==> config.mk <==
export PLATFORM = sky130hd
export DESIGN_NAME = rmt_cell
export DESIGN_NICKNAME = d
export VERILOG_FILES = /design/src/rtl/rmt_pkg.sv /design/src/rtl/rmt_cell.sv
export SDC_FILE = /design/constraint.sdc
export NUM_CORES = 1
export LEC_CHECK = 0
export ABC_AREA = 1
export ABC_CLOCK_PERIOD_IN_PS = 6300
export BUFFER_PORTS_ARGS = -buffer_cell sky130_fd_sc_hd__buf_4
export CAP_MARGIN = 20
export CORE_MARGIN = 2
export CORE_UTILIZATION = 45
export CTS_BUF_LIST = sky130_fd_sc_hd__clkbuf_16
export DETAILED_ROUTE_END_ITERATION = 8
export PLACE_DENSITY_LB_ADDON = 0.3
export SYNTH_ARGS = -nofsm -noshare
export SYNTH_HDL_FRONTEND = slang
export SYNTH_SLANG_ARGS = --single-unit
==> constraint.sdc <==
create_clock -name clk -period 6.3 [get_ports clk]
set_input_delay 0.63 -clock clk [delete_from_list [all_inputs] [get_ports clk]]
set_output_delay 0.63 -clock clk [all_outputs]
set_load 0.01 [all_outputs]
==> src/rtl/rmt_pkg.sv <==
// Package: shared constants and types for the running median tracker.
`default_nettype none
package rmt_pkg;

	localparam int CAPACITY_DEF     = 1024;
	localparam int SAMPLE_WIDTH_DEF = 16;

	typedef struct packed {
		logic ins;
		logic seed;
		logic pull_rgt;
	} ctl_t;

endpackage
`default_nettype wire

==> src/rtl/rmt_cell.sv <==
// Chain cell: holds one sorted sample and takes it from itself, a neighbor or the input.
`default_nettype none
module rmt_cell #(
	parameter int SampleW = rmt_pkg::SAMPLE_WIDTH_DEF,
	parameter bit IsMid   = 1'b0
) (
	input  wire logic                      clk,
	input  wire logic                      arst_n,
	input  wire rmt_pkg::ctl_t             ctl,
	input  wire logic signed [SampleW-1:0] smp_val,
	input  wire logic signed [SampleW-1:0] lft_val,
	input  wire logic                      lft_occ,
	input  wire logic                      lft_gt,
	input  wire logic signed [SampleW-1:0] rgt_val,
	input  wire logic                      rgt_occ,
	input  wire logic                      rgt_gt,
	output logic signed [SampleW-1:0]      val,
	output logic                           occ,
	output logic                           gt
);

	logic signed [SampleW-1:0] val_q;
	logic                      occ_q;
	logic signed [SampleW-1:0] val_nxt;
	logic                      occ_nxt;

	assign val = val_q;
	assign occ = occ_q;
	assign gt  = occ_q && (val_q > smp_val);

	always_comb begin
		val_nxt = val_q;
		occ_nxt = occ_q;
		if (ctl.ins) begin
			if (ctl.seed) begin
				if (IsMid) begin
					val_nxt = smp_val;
					occ_nxt = 1'b1;
				end
			end else if (ctl.pull_rgt) begin
				occ_nxt = occ_q || rgt_occ;
				if (rgt_occ && !rgt_gt) begin
					val_nxt = rgt_val;
				end else if (!gt) begin
					val_nxt = smp_val;
				end
			end else begin
				occ_nxt = occ_q || lft_occ;
				if (!(occ_q && !gt)) begin
					val_nxt = lft_gt ? lft_val : smp_val;
				end
			end
		end
	end

	always_ff @(posedge clk or negedge arst_n) begin
		if (!arst_n) begin
			occ_q <= 1'b0;
		end else begin
			occ_q <= occ_nxt;
		end
	end

	always_ff @(posedge clk) begin
		val_q <= val_nxt;
	end

endmodule
`default_nettype wire

==> results.txt <==
In this run the horizontal extent of the chip is 61.9 um. The estimated wirelength of the detail-placed design came out at 3.03 mm. The tool flagged a number of max-cap violations equal to 0. The arrival time of the worst setup path is 2.13 ns.

Walking the worst path, the cells encountered are buf_4 > inv_1 > ha_1 > nand2_2 > inv_1 > nand2_1 > nand2_1 > a21oi_1 > nand3_2 > nand2_1 > nand2_1 > nand3_2 > inv_1 > buf_4. The relative max-transition margin came out at 57.6%. The largest net degree at the start of global routing came out at 21. The global routing usage summed across all routing layers is 21.7%. For this run, the slowest stage of the critical path takes 0.36 ns.

The proportion of power drawn by combinational gates is 29.5%. The count of instances resized after the clock tree is built is 0. Summed over all layers, the routed wires come to 4.03 mm. The initial utilization of the core area, before any placement, comes to 45.9%.

The hold-fix buffer count after cts came out at 0. The maximum resistive drop on vdd is 0.108 mV. The average detailed-routed wire length per instance is 12.5 um. Counting cells, the worst reg-to-reg path comes to 13.

The transition time of the tightest slew-check pin came out at 0.636 ns. The analysis attributes to net switching a power of 0.101 mW. The count of different cell masters after synthesis came out at 19. After the last flow step, the layout net total stands at 351. The number of setup buffers added after CTS came out at 0. The aggregate negative setup slack came out at 0 ns. TritonCTS created 3 clock buffers. The relative area change from synthesis to final layout came out at 44.4%. The biggest fanout along the worst timing path came out at 5. The flop and latch count out of synthesis came out at 17. The number of cell rows came out at 21. The path class of the lowest-slack min-delay path is in -> async.

Setup repair after global routing left no endpoint under its margin. The Yosys step of the flow raised 0 warnings. The endpoint of the most critical register-to-register path is val[4]. The core outline area is 0.00328 mm^2. The switching fraction of total power came out at 27.0%. The violation count after the first detailed-routing iteration is 103.

The power per standard cell area came out at 171 mW/mm^2. The die footprint came out at 0.00383 mm^2. In the routed design, unresolved DRC markers number 0. The synthesized netlist net count came out at 279. The cell total after placement came out at 319. In this run the critical register-to-register path is launched from val[15]. The fraction of the core area covered by cells at the end of the flow came out at 66.3%. The maximum root-to-sink buffer count is 2. Counting I/O delays and the setup requirement, the final critical path takes 2.76 ns. The vertical die dimension is 61.9 um. The final weighted congestion in routability-driven placement is 0.760. The via count of the first global-routing pass came out at 1530. The endpoint required time on the critical path came out at 5.67 ns. The sequential element share of the synthesized area came out at 33.5%.

The total inserted antenna cells came out at 0. Across the routed clock network, the largest skew measured is 0.000808 ns. In the layout the commonest cells are buf_4, nor2_1, o21ai_0, inv_1, nand2_1. TritonCTS built the clock tree. The total vias in the final route came out at 1635. After technology mapping, the gate count stands at 206.

The worst reg-to-reg setup slack is 4.00 ns. The clock root buffer is clkbuf_16. The clock transition at the registers of the reported paths came out at 0.05 ns. The number of max-slew violations in the final report came out at 0.

The leakage power total is 1.10 nW. The final-report hold violation count came to 0. Static timing analysis puts the maximum clock frequency at 362 MHz.

The slowest stage of the critical path belongs to the cell ha_1. The critical path in this run is classified as in -> out. Of the cells placed in the final design, the portion with a size suffix greater than 1 is 31.4%.

The number of antenna violations at the first check in global routing was 0. The library cell used most frequently in the layout, excluding fill and tap cells, is buf_4. The worst setup path is captured at a primary output. The ratio of routed vias to standard cells is 5.06. The run finished with clean final reports. The insertion delay to the later sink of the worst-skew pair is 0.25 ns.

The clock network burns 33.8% of the power. The number of buffer cells added on primary ports is 74. The first global-routing pass estimated 6.29 mm of wire.

The most numerous cell type found on the critical path is nand2_1. The CTS H-tree depth came out at 1. The internal power of the cells totals 0.271 mW. The number of top-level design ports is 75.

The number of standard cells in the final layout excluding fillers came out at 323. The final critical-path share of the clock period came out at 43.8%. Sequential cells account for 36.8% of the total power. The number of endpoints failing setup at the final stage is 0. The synthesized cell area came out at 0.00151 mm^2.

The number of routed nets with antenna violations is 0. Summed over all layers, the global routing overflow is 0. The number of iterations in the first detailed-routing pass is 4.

The average instance in the mapped netlist occupies 7.32 um^2. The number of clock sinks came out at 17. The type of element launching the critical path is a primary input.
## Yosys cell counts
cell      number  area share, %
o21ai_0       34             11
nor2_2         1           0.41
nand2_2        3            1.2
nand4_1        3            1.2
inv_1         31            7.7
edfxtp_1      16             32
nor2_4         2            1.5
nand3_4        1            1.2
nor2_1        38            9.5
o21bai_1       1           0.50
nand2_1       25            6.2
ha_1          16             13
o22ai_1       16            6.6
nand3_2        2            1.3
nand3_1        2           0.66
clkinv_1       1           0.25
clkbuf_1       8            2.0
dfrtp_1        1            1.7
a21oi_1        5            1.7
## through the flow
step / area, um^2 / hold WS, ns / power [mW] / setup WS (ns)
floorplan: 1510 / 0.334 / 0.196 / 3.46
global placement: 2100 / 0.405 / 0.245 / 3.60
detailed placement: 2100 / 0.407 / 0.247 / 3.56
CTS: 2180 / 0.147 / 0.373 / 3.52
global route: 2180 / 0.146 / 0.392 / 3.39
finish: 2180 / 0.146 / 0.372 / 3.54
## how the worst max path moves through the flow
stage,cells after the start,slack (ns),startpoint,to
6_report,14,3.54,smp_val[15],gt
5_1_grt,13,3.39,smp_val[15],gt
4_1_cts,14,3.52,smp_val[15],gt
3_5_place_dp,7,3.56,rgt_gt,val[9]
3_3_place_gp,7,3.60,rgt_gt,val[8]
2_1_floorplan,13,3.46,smp_val[15],val[0]
## state kept, by name (all words and copies together), names as in the netlist
register  flops
occ           1
val          16
## final cells by class
type                    instances  area, um^2
multi-input cells             149         853
inverters                      32         120
fillers                       311        1110
flip-flops and latches         17         505
clock inverters                 1        3.75
well taps                      46        57.6
repair buffers                 75         563
clock buffers                   3        75.1
## critical path: cells and delay by family
kind,cells,cell delay (ns)
AO/OA/AOI/OAI,1,0.24
AND/OR/NAND/NOR,7,0.54
adder cells (fa/ha/maj),1,0.36
buffers and inverters,5,0.35
## power by group through the flow
stage | Clock (mW) | Sequential, mW | Combinational [mW]
floorplan | 0 | 0.141 | 0.0548
global placement | 0 | 0.139 | 0.106
detailed placement | 0 | 0.139 | 0.108
CTS | 0.126 | 0.137 | 0.110
global route | 0.131 | 0.137 | 0.124
finish | 0.126 | 0.137 | 0.110
## logic make-up after synthesis
logic type / after synthesis / synth area share [%]
simple gates: 77 / 23.2
compound gates: 56 / 20.1
buf+inv: 40 / 9.95
flops: 17 / 33.5
fa+ha+maj: 16 / 13.3
## metal layers
metal	track usage, %	wire length, um	vias up
met2	42.9	2160	51
met4	4.86	26	0
met1	24.9	1650	744
li1	-	-	838
met3	2.28	193	2
met5	0	0	-
(Power assumes the default switching activity.)
